--- src/rtl/core/stm_pkg.sv ---
package stm_pkg;

    localparam int COORD_W    = 12;
    localparam int SIDE_W     = 13;
    localparam int FRAC_W     = 8;
    localparam int PROD_W     = SIDE_W + FRAC_W;
    localparam int CFG_INDEX_W = 3;
    localparam int CFG_DATA_W  = 13;

    // floor(p / 255) as (p * RECIP) >> SHIFT, low by at most one for p < 2^21
    localparam int DIV_SHIFT = 29;
    localparam int RECIP_W   = 22;
    localparam logic [RECIP_W-1:0] DIV_RECIP = RECIP_W'((64'd1 << DIV_SHIFT) / 64'd255);
    localparam int MUL_W     = PROD_W + RECIP_W;
    localparam logic [PROD_W-1:0] DIVISOR = PROD_W'(255);
    localparam logic [FRAC_W-1:0] FRAC_FULL = 8'hFF;

    typedef enum logic [1:0] {
        DIR_TOP_BOTTOM = 2'd0,
        DIR_BOTTOM_TOP = 2'd1,
        DIR_LEFT_RIGHT = 2'd2,
        DIR_RIGHT_LEFT = 2'd3
    } stm_dir_t;

    typedef enum logic [CFG_INDEX_W-1:0] {
        CFG_DIRECTION    = 3'd0,
        CFG_AMOUNT       = 3'd1,
        CFG_FRAME_WIDTH  = 3'd2,
        CFG_FRAME_HEIGHT = 3'd3,
        CFG_SLIDE_LOWER  = 3'd4,
        CFG_SLIDE_UPPER  = 3'd5
    } stm_cfg_idx_t;

    localparam logic [SIDE_W-1:0] RST_FRAME_WIDTH  = 13'd640;
    localparam logic [SIDE_W-1:0] RST_FRAME_HEIGHT = 13'd480;

    typedef struct packed {
        logic load_mul;
        logic load_fix;
    } stm_div_ctrl_t;

endpackage

--- src/rtl/core/stm_channels.sv ---
interface stm_pixel_if;
    import stm_pkg::*;
    logic               valid;
    logic               ready;
    logic [COORD_W-1:0] pixel_x;
    logic [COORD_W-1:0] pixel_y;
    modport source (output valid, output pixel_x, output pixel_y, input ready);
    modport sink (input valid, input pixel_x, input pixel_y, output ready);
endinterface

interface stm_result_if;
    import stm_pkg::*;
    logic               valid;
    logic               ready;
    logic               from_second;
    logic [COORD_W-1:0] source_x;
    logic [COORD_W-1:0] source_y;
    modport source (output valid, output from_second, output source_x, output source_y,
                    input ready);
    modport sink (input valid, input from_second, input source_x, input source_y,
                  output ready);
endinterface

--- src/rtl/core/stm_div255.sv ---
module stm_div255 (
    input  logic                          clk,
    input  stm_pkg::stm_div_ctrl_t        ctrl,
    input  logic [stm_pkg::PROD_W-1:0]    dividend,
    output logic [stm_pkg::SIDE_W-1:0]    quotient
);
    import stm_pkg::*;

    logic [PROD_W-1:0] dividend_reg;
    logic [MUL_W-1:0]  mul_reg;
    logic [MUL_W-1:0]  mul_next;
    logic [SIDE_W-1:0] quot_reg;
    logic [SIDE_W-1:0] quot_next;
    logic [SIDE_W-1:0] q_est;
    logic [PROD_W-1:0] rem;

    // reciprocal multiply
    assign mul_next = MUL_W'(dividend) * MUL_W'(DIV_RECIP);

    // estimate is exact or one low: fix with one compare
    assign q_est     = mul_reg[DIV_SHIFT +: SIDE_W];
    assign rem       = dividend_reg - (PROD_W'({q_est, 8'd0}) - PROD_W'(q_est));
    assign quot_next = (rem >= DIVISOR) ? q_est + SIDE_W'(1) : q_est;

    always_ff @(posedge clk)
    begin
        if (ctrl.load_mul)
        begin
            dividend_reg <= dividend;
            mul_reg      <= mul_next;
        end
        if (ctrl.load_fix)
        begin
            quot_reg <= quot_next;
        end
    end

    assign quotient = quot_reg;

endmodule

--- src/rtl/core/slide_transition_source_mapper_core.sv ---
// Slide-over transition source mapper. For each output pixel (pixel_x,
// pixel_y) the block returns which frame supplies it (from_second) and the
// column and row to read there. The moving bound is floor(side*frac/255),
// with side the clamped frame height or width and frac the amount or
// 255 minus it, depending on direction. The datapath is a four-stage
// pipeline: side*frac multiply, reciprocal multiply by 1/255, one-step
// remainder correction, then the compare and offset into the output
// register. One item enters every clock while the output does not stall;
// a result waits in the output register until it is taken. A stalled output
// holds the whole pipeline in place, while empty stages keep filling, so
// nothing is lost or repeated. No clearing pass follows reset. Write
// configuration only while the pipeline is empty; writes to indexes outside
// the register list are dropped.
module slide_transition_source_mapper_core #(
    parameter int MAX_FRAME_SIDE = 4096
) (
    input  logic                               clk,
    input  logic                               rst_n,
    input  logic                               cfg_we,
    input  logic [stm_pkg::CFG_INDEX_W-1:0]    cfg_index,
    input  logic [stm_pkg::CFG_DATA_W-1:0]     cfg_data,
    stm_pixel_if.sink                          pixel,
    stm_result_if.source                       result
);
    import stm_pkg::*;

    localparam logic [31:0] MAX_SIDE = 32'(MAX_FRAME_SIDE);

    // configuration registers
    logic [1:0]        direction_reg;
    logic [FRAC_W-1:0] amount_reg;
    logic [SIDE_W-1:0] frame_width_reg;
    logic [SIDE_W-1:0] frame_height_reg;
    logic              slide_lower_reg;
    logic              slide_upper_reg;

    always_ff @(posedge clk or negedge rst_n)
    begin
        if (!rst_n)
        begin
            direction_reg    <= DIR_TOP_BOTTOM;
            amount_reg       <= '0;
            frame_width_reg  <= RST_FRAME_WIDTH;
            frame_height_reg <= RST_FRAME_HEIGHT;
            slide_lower_reg  <= 1'b1;
            slide_upper_reg  <= 1'b0;
        end
        else if (cfg_we)
        begin
            case (cfg_index)
                CFG_DIRECTION:    direction_reg    <= cfg_data[1:0];
                CFG_AMOUNT:       amount_reg       <= cfg_data[FRAC_W-1:0];
                CFG_FRAME_WIDTH:  frame_width_reg  <= cfg_data[SIDE_W-1:0];
                CFG_FRAME_HEIGHT: frame_height_reg <= cfg_data[SIDE_W-1:0];
                CFG_SLIDE_LOWER:  slide_lower_reg  <= cfg_data[0];
                CFG_SLIDE_UPPER:  slide_upper_reg  <= cfg_data[0];
                default:          ;
            endcase
        end
    end

    // Direction decode. The user must hold config static while items are in
    // flight, which the block does not enforce; stages 1 and 4 read the registers.
    logic vertical;
    logic falling;
    logic before_slides;
    logic after_slides;

    assign vertical      = (direction_reg == DIR_TOP_BOTTOM) || (direction_reg == DIR_BOTTOM_TOP);
    assign falling       = (direction_reg == DIR_TOP_BOTTOM) || (direction_reg == DIR_LEFT_RIGHT);
    assign before_slides = falling ? slide_upper_reg : slide_lower_reg;
    assign after_slides  = falling ? slide_lower_reg : slide_upper_reg;

    // stage advance chain: a stage moves when empty or when the next one moves
    logic v1_reg, v2_reg, v3_reg, v4_reg;
    logic adv1, adv2, adv3, adv4;

    assign adv4 = !v4_reg || result.ready;
    assign adv3 = !v3_reg || adv4;
    assign adv2 = !v2_reg || adv3;
    assign adv1 = !v1_reg || adv2;

    assign pixel.ready = adv1;

    always_ff @(posedge clk or negedge rst_n)
    begin
        if (!rst_n)
        begin
            v1_reg <= 1'b0;
            v2_reg <= 1'b0;
            v3_reg <= 1'b0;
            v4_reg <= 1'b0;
        end
        else
        begin
            if (adv1) v1_reg <= pixel.valid;
            if (adv2) v2_reg <= v1_reg;
            if (adv3) v3_reg <= v2_reg;
            if (adv4) v4_reg <= v3_reg;
        end
    end

    // stage 1: pick axis, clamp side, multiply side by progress
    logic [SIDE_W-1:0]  side_raw;
    logic [SIDE_W-1:0]  side_next;
    logic [FRAC_W-1:0]  frac;
    logic [PROD_W-1:0]  prod_next;

    assign side_raw  = vertical ? frame_height_reg : frame_width_reg;
    assign side_next = ({{(32-SIDE_W){1'b0}}, side_raw} > MAX_SIDE) ?
                       MAX_SIDE[SIDE_W-1:0] : side_raw;
    assign frac      = falling ? (FRAC_FULL - amount_reg) : amount_reg;
    assign prod_next = PROD_W'(side_next) * PROD_W'(frac);

    logic [PROD_W-1:0]  prod1_reg;
    logic [SIDE_W-1:0]  side1_reg, side2_reg, side3_reg;
    logic [COORD_W-1:0] pos1_reg, pos2_reg, pos3_reg;
    logic [COORD_W-1:0] cross1_reg, cross2_reg, cross3_reg;

    always_ff @(posedge clk)
    begin
        if (adv1)
        begin
            prod1_reg  <= prod_next;
            side1_reg  <= side_next;
            pos1_reg   <= vertical ? pixel.pixel_y : pixel.pixel_x;
            cross1_reg <= vertical ? pixel.pixel_x : pixel.pixel_y;
        end
        if (adv2)
        begin
            side2_reg  <= side1_reg;
            pos2_reg   <= pos1_reg;
            cross2_reg <= cross1_reg;
        end
        if (adv3)
        begin
            side3_reg  <= side2_reg;
            pos3_reg   <= pos2_reg;
            cross3_reg <= cross2_reg;
        end
    end

    // stages 2 and 3: bound = floor(prod / 255)
    stm_div_ctrl_t     div_ctrl;
    logic [SIDE_W-1:0] bound3;

    assign div_ctrl.load_mul = adv2;
    assign div_ctrl.load_fix = adv3;

    stm_div255 u_div (
        .clk      (clk),
        .ctrl     (div_ctrl),
        .dividend (prod1_reg),
        .quotient (bound3)
    );

    // stage 4: compare against the bound and apply the slide offset
    logic               before_bound;
    logic [COORD_W-1:0] gap;
    logic [COORD_W-1:0] src;

    assign before_bound = {1'b0, pos3_reg} < bound3;
    assign gap          = COORD_W'(side3_reg - bound3);

    always_comb
    begin
        if (before_bound)
        begin
            src = pos3_reg + (before_slides ? gap : '0);
        end
        else
        begin
            src = pos3_reg - (after_slides ? bound3[COORD_W-1:0] : '0);
        end
    end

    logic               from_second_reg;
    logic [COORD_W-1:0] source_x_reg;
    logic [COORD_W-1:0] source_y_reg;

    always_ff @(posedge clk)
    begin
        if (adv4)
        begin
            from_second_reg <= before_bound ? !falling : falling;
            source_x_reg    <= vertical ? cross3_reg : src;
            source_y_reg    <= vertical ? src : cross3_reg;
        end
    end

    assign result.valid       = v4_reg;
    assign result.from_second = from_second_reg;
    assign result.source_x    = source_x_reg;
    assign result.source_y    = source_y_reg;

    // an empty front stage always takes an item
    a_front_ready: assert property (@(posedge clk) disable iff (!rst_n)
        !v1_reg |-> pixel.ready)
        else $error("front stage empty but not ready");

    // an accepted item occupies the front stage next cycle
    a_accept_fill: assert property (@(posedge clk) disable iff (!rst_n)
        (pixel.valid && pixel.ready) |=> v1_reg)
        else $error("accepted item lost at front stage");

    // a blocked stage 3 keeps its item and its bound
    a_stall_hold: assert property (@(posedge clk) disable iff (!rst_n)
        (v3_reg && !adv3) |=> (v3_reg && $stable(bound3) && $stable(pos3_reg)))
        else $error("stage 3 changed while stalled");

    // the bound never passes the side
    a_bound_range: assert property (@(posedge clk) disable iff (!rst_n)
        v3_reg |-> (bound3 <= side3_reg))
        else $error("bound above frame side");

endmodule
--- src/flat_wrapper.sv ---
// flat-port wrapper written by rule: the top's interface ports become plain ports
module slide_transition_source_mapper_core_flat import stm_pkg::*;
#(
    parameter int MAX_FRAME_SIDE = 4096
)
  (clk, rst_n, cfg_we, cfg_index, cfg_data, pixel_valid, pixel_pixel_x, pixel_pixel_y, pixel_ready, result_valid, result_from_second, result_source_x, result_source_y, result_ready);
  stm_pixel_if pixel_i ();
  stm_result_if result_i ();
  input  logic clk;
  input  logic rst_n;
  input  logic cfg_we;
  input  logic [stm_pkg::CFG_INDEX_W-1:0] cfg_index;
  input  logic [stm_pkg::CFG_DATA_W-1:0] cfg_data;
  input wire logic [$bits(pixel_i.valid)-1:0] pixel_valid;
  input wire logic [$bits(pixel_i.pixel_x)-1:0] pixel_pixel_x;
  input wire logic [$bits(pixel_i.pixel_y)-1:0] pixel_pixel_y;
  output wire logic [$bits(pixel_i.ready)-1:0] pixel_ready;
  output wire logic [$bits(result_i.valid)-1:0] result_valid;
  output wire logic [$bits(result_i.from_second)-1:0] result_from_second;
  output wire logic [$bits(result_i.source_x)-1:0] result_source_x;
  output wire logic [$bits(result_i.source_y)-1:0] result_source_y;
  input wire logic [$bits(result_i.ready)-1:0] result_ready;
  assign pixel_i.valid = pixel_valid;
  assign pixel_i.pixel_x = pixel_pixel_x;
  assign pixel_i.pixel_y = pixel_pixel_y;
  assign pixel_ready = pixel_i.ready;
  assign result_valid = result_i.valid;
  assign result_from_second = result_i.from_second;
  assign result_source_x = result_i.source_x;
  assign result_source_y = result_i.source_y;
  assign result_i.ready = result_ready;
  slide_transition_source_mapper_core #(.MAX_FRAME_SIDE(MAX_FRAME_SIDE)) u_core (.clk(clk), .rst_n(rst_n), .cfg_we(cfg_we), .cfg_index(cfg_index), .cfg_data(cfg_data), .pixel(pixel_i), .result(result_i));
endmodule
--- config.mk ---
export PLATFORM = sky130hd
export DESIGN_NAME = slide_transition_source_mapper_core_flat
export DESIGN_NICKNAME = d
export VERILOG_FILES = /design/src/rtl/core/stm_pkg.sv /design/src/rtl/core/stm_channels.sv /design/src/rtl/core/stm_div255.sv /design/src/rtl/core/slide_transition_source_mapper_core.sv /design/src/flat_wrapper.sv
export SDC_FILE = /design/constraint.sdc
export NUM_CORES = 1
export LEC_CHECK = 0
export ABC_CLOCK_PERIOD_IN_PS = 10500
export BUFFER_PORTS_ARGS = -buffer_cell sky130_fd_sc_hd__buf_2
export CAP_MARGIN = 10
export CORE_UTILIZATION = 60
export DETAILED_ROUTE_END_ITERATION = 6
export GPL_ROUTABILITY_DRIVEN = 0
export PLACE_DENSITY = 0.85
export SYNTH_ARGS = -nofsm -noshare
export SYNTH_HDL_FRONTEND = slang
export SYNTH_SLANG_ARGS = --single-unit
--- constraint.sdc ---
create_clock -name clk -period 10.5 [get_ports clk]
set_clock_uncertainty 0.05 [all_clocks]
set_input_delay 2.1 -clock clk [delete_from_list [all_inputs] [get_ports clk]]
set_output_delay 2.1 -clock clk [all_outputs]
set_load 0.005 [all_outputs]
==> flow_metrics.tcl <==
set metrics [dict create \
    antenna_cells 0 \
    slew_violations 0 \
    slowest_stage "buf_4" \
    path_common_cell "fa_1" \
    cts_tree "built" \
    synth_edf_count 201 \
    finalHoldViolCount 0 \
    design_area_mm2 0.01840 \
    grt_setup_unrepaired "no" \
    root_buffer "clkbuf_16" \
    initialDrtViolationCount 1021 \
    drt_pass1_iterations 7 \
    min_period_ps 6763 \
    synth.avg_cell_area_um2 11.39 \
    hold_buffers 0 \
    final_common_cell "inv_1" \
    clockBufferDepth 3 \
    cts.clk_slew.worst_paths_ps 60 \
    grt_usage 0.2490 \
    overflow 0 \
    most-common-layout-cells "208 x inv_1, 201 x edfxtp_1, 184 x ha_1" \
    h-tree-depth 1 \
    grt_pass1_vias 11450 \
    synth-warning-count 0 \
    ant_nets 0 \
    dr_total_vias 11550 \
    ctsResizeCount 0 \
    synth-main-ff-cell "edfxtp_1" \
    reg2reg_from "u_core.direction_reg[1]$_DFFE_PN0P_" \
    ys_seq_area_frac 0.4199 \
    dpl_cell_area_mm2 0.01766 \
    drive_gt1_frac 0.1593 \
    crit_arrival_ps 6970 \
    synth_top_area_frac 0.3571 \
    yosys.area.top_type "edfxtp_1" \
    crit_start "u_core.direction_reg[1]$_DFFE_PN0P_" \
    tightest_slew_ps 1107 \
    pin_count 72 \
    synthToLayoutAreaGrowth_pct 8.877 \
    dieArea_mm2 0.02884 \
    post-cts-setup-buffers 0 \
    synth-seq-cells 243 \
    setup_tns_ps 0 \
    die_x_um 169.8 \
    synthArstFlopShare 0.1728 \
    final-setup-viol-count 0 \
    crit_fanout 68 \
    grt_max_degree 72 \
    drt_wl_total_um 35870 \
    start_util 0.6083 \
    cts_buffers 25 \
    syn_area_mm2 0.01690 \
    synthCells 1484 \
    max_clock_freq_mhz 147.9 \
    synth_area_leaders "edfxtp_1 36%, ha_1 14%, fa_1 9.2%, mux2_2 6.2%, dfrtp_1 5.2%" \
    status "completed" \
    min_period_over_period 0.6441 \
    max_stage_delay_ps 670 \
    die_h_um 169.8 \
    setup.worst_path.class "flip-flop to flip-flop" \
    viasPerCell 5.932 \
    synthesis.nets 1791 \
    slew_headroom 0.2597 \
    portBuffers 71 \
    insertion_delay_ps 520 \
    crit_chain "buf_4 -> mux2_2 -> nand3_1 -> nand2_1 -> or2_2 -> fa_1 -> fa_1 -> inv_1 -> fa_1 -> inv_1 -> fa_1 -> inv_1 -> ha_1 -> a21boi_0 -> o21ai_0 -> a21boi_0 -> o21ai_0 -> a31oi_1 -> or2_2 -> a31oi_1 -> xnor2_1" \
    hold_class "flip-flop to flip-flop" \
    grt_first_pass_wirelength_um 56520 \
    core_mm2 0.02778 \
    routedWlPerCell_um 18.43 \
    end_kind "flip-flop" \
    nNetsFinal 1861 \
    antenna_found_initial 0 \
    maxCapViolCount 0 \
    netlist-cell-type-count 71 \
    hp-start "u_core.side1_reg[5]$_DFFE_PP_" \
    clkSinkCount 243 \
    start_kind "flip-flop" \
    dp_hpwl_um 26880 \
    critPathRequiredTime_ps 10710 \
    rows 61 \
    drc 0 \
]
kinds of logic (layout without fill, tap and decap cells):
| kind of cell | Yosys count | after routing | share of synthesized area |
|---|---|---|---|
| AO/OA/AOI/OAI | 208 | 208 | 0.08581 |
| AND/OR/NAND/NOR | 346 | 346 | 0.1019 |
| multiplexers | 104 | 104 | 0.06848 |
| XOR/XNOR | 78 | 78 | 0.04042 |
| flip-flops | 243 | 243 | 0.4199 |
| adder cells (fa/ha/maj) | 262 | 262 | 0.2286 |
| buffers and inverters | 243 | 328 | 0.05486 |
path summary, 6_finish.rpt:
kind	to	cells after the start	slack, ps
max	u_core.prod1_reg[19]$_DFFE_PP_	21	3740
min	u_core.side2_reg[5]$_DFFE_PP_	0	360
max reg2reg	u_core.prod1_reg[19]$_DFFE_PP_	21	3740
min reg2reg	u_core.side2_reg[5]$_DFFE_PP_	0	360
max in group asynchronous	u_core.direction_reg[1]$_DFFE_PN0P_	1	8090
min in group asynchronous	u_core.result.valid$_DFFE_PN0P_	1	1670
metrics by stage:
stage	instances	util	setup WS, ps	hold slack [ps]
2_1_floorplan	1484	-	4358	350.3
3_3_place_gp	1905	0.6356	4044	350.4
3_5_place_dp	1905	0.6356	3834	354.5
4_1_cts	1947	0.6623	3775	365.3
5_1_grt	1947	0.6623	3406	370.2
6_report	1947	0.6623	3737	364.6
synth_stat cells, drive strengths merged (3+ instances only):
library cell  instances
inv                 209
edfxtp              201
ha                  184
nor2                120
mux2                 93
fa                   78
nand2                57
a21oi                52
xnor2                50
dfrtp                35
clkbuf               32
o21ai                32
nand3                30
xor2                 28
nor3                 23
a21o                 21
or2                  20
nand2b               18
a31oi                16
o21a                 13
mux2i                11
nand4                11
o21bai               11
or3                  11
a211oi               10
and3                 10
nor2b                10
nor4                 10
o31ai                 8
a2111oi               7
dfstp                 7
and2                  6
or4                   5
o22ai                 4
o31a                  4
a2111o                3
a211o                 3
a21boi                3
nand4b                3
nor3b                 3
nor4bb                3
per-layer routing:
layer	share of wire	vias to the layer above	wire length, um	track usage
met4	0.044	0	1576	0.1085
li1	-	5351	-	-
met3	0.055	116	1970	0.02698
met1	0.40	5629	14520	0.3183
met2	0.50	453	17810	0.4298
met5	0	-	0	0
worst max-delay path, delay by kind of cell (launching register included):
kind,cells,cell delay (ps)
adder cells (fa/ha/maj),5,2360
AO/OA/AOI/OAI,6,1260
AND/OR/NAND/NOR,4,1070
buffers and inverters,4,820
multiplexers,1,470
flip-flops,1,370
XOR/XNOR,1,90
area by class of cell:
class,count,area (um2)
tap,378,473.0
multi-input combinational,998,8904
inverter,209,784.5
clock buffer,30,644.4
clock inverter,12,97.59
sequential,243,7097
timing repair buffer,77,400.4
fill,1951,9382
Power is not shown: default switching activity piles up to over one toggle a cycle in this logic, so the estimate is an artifact.
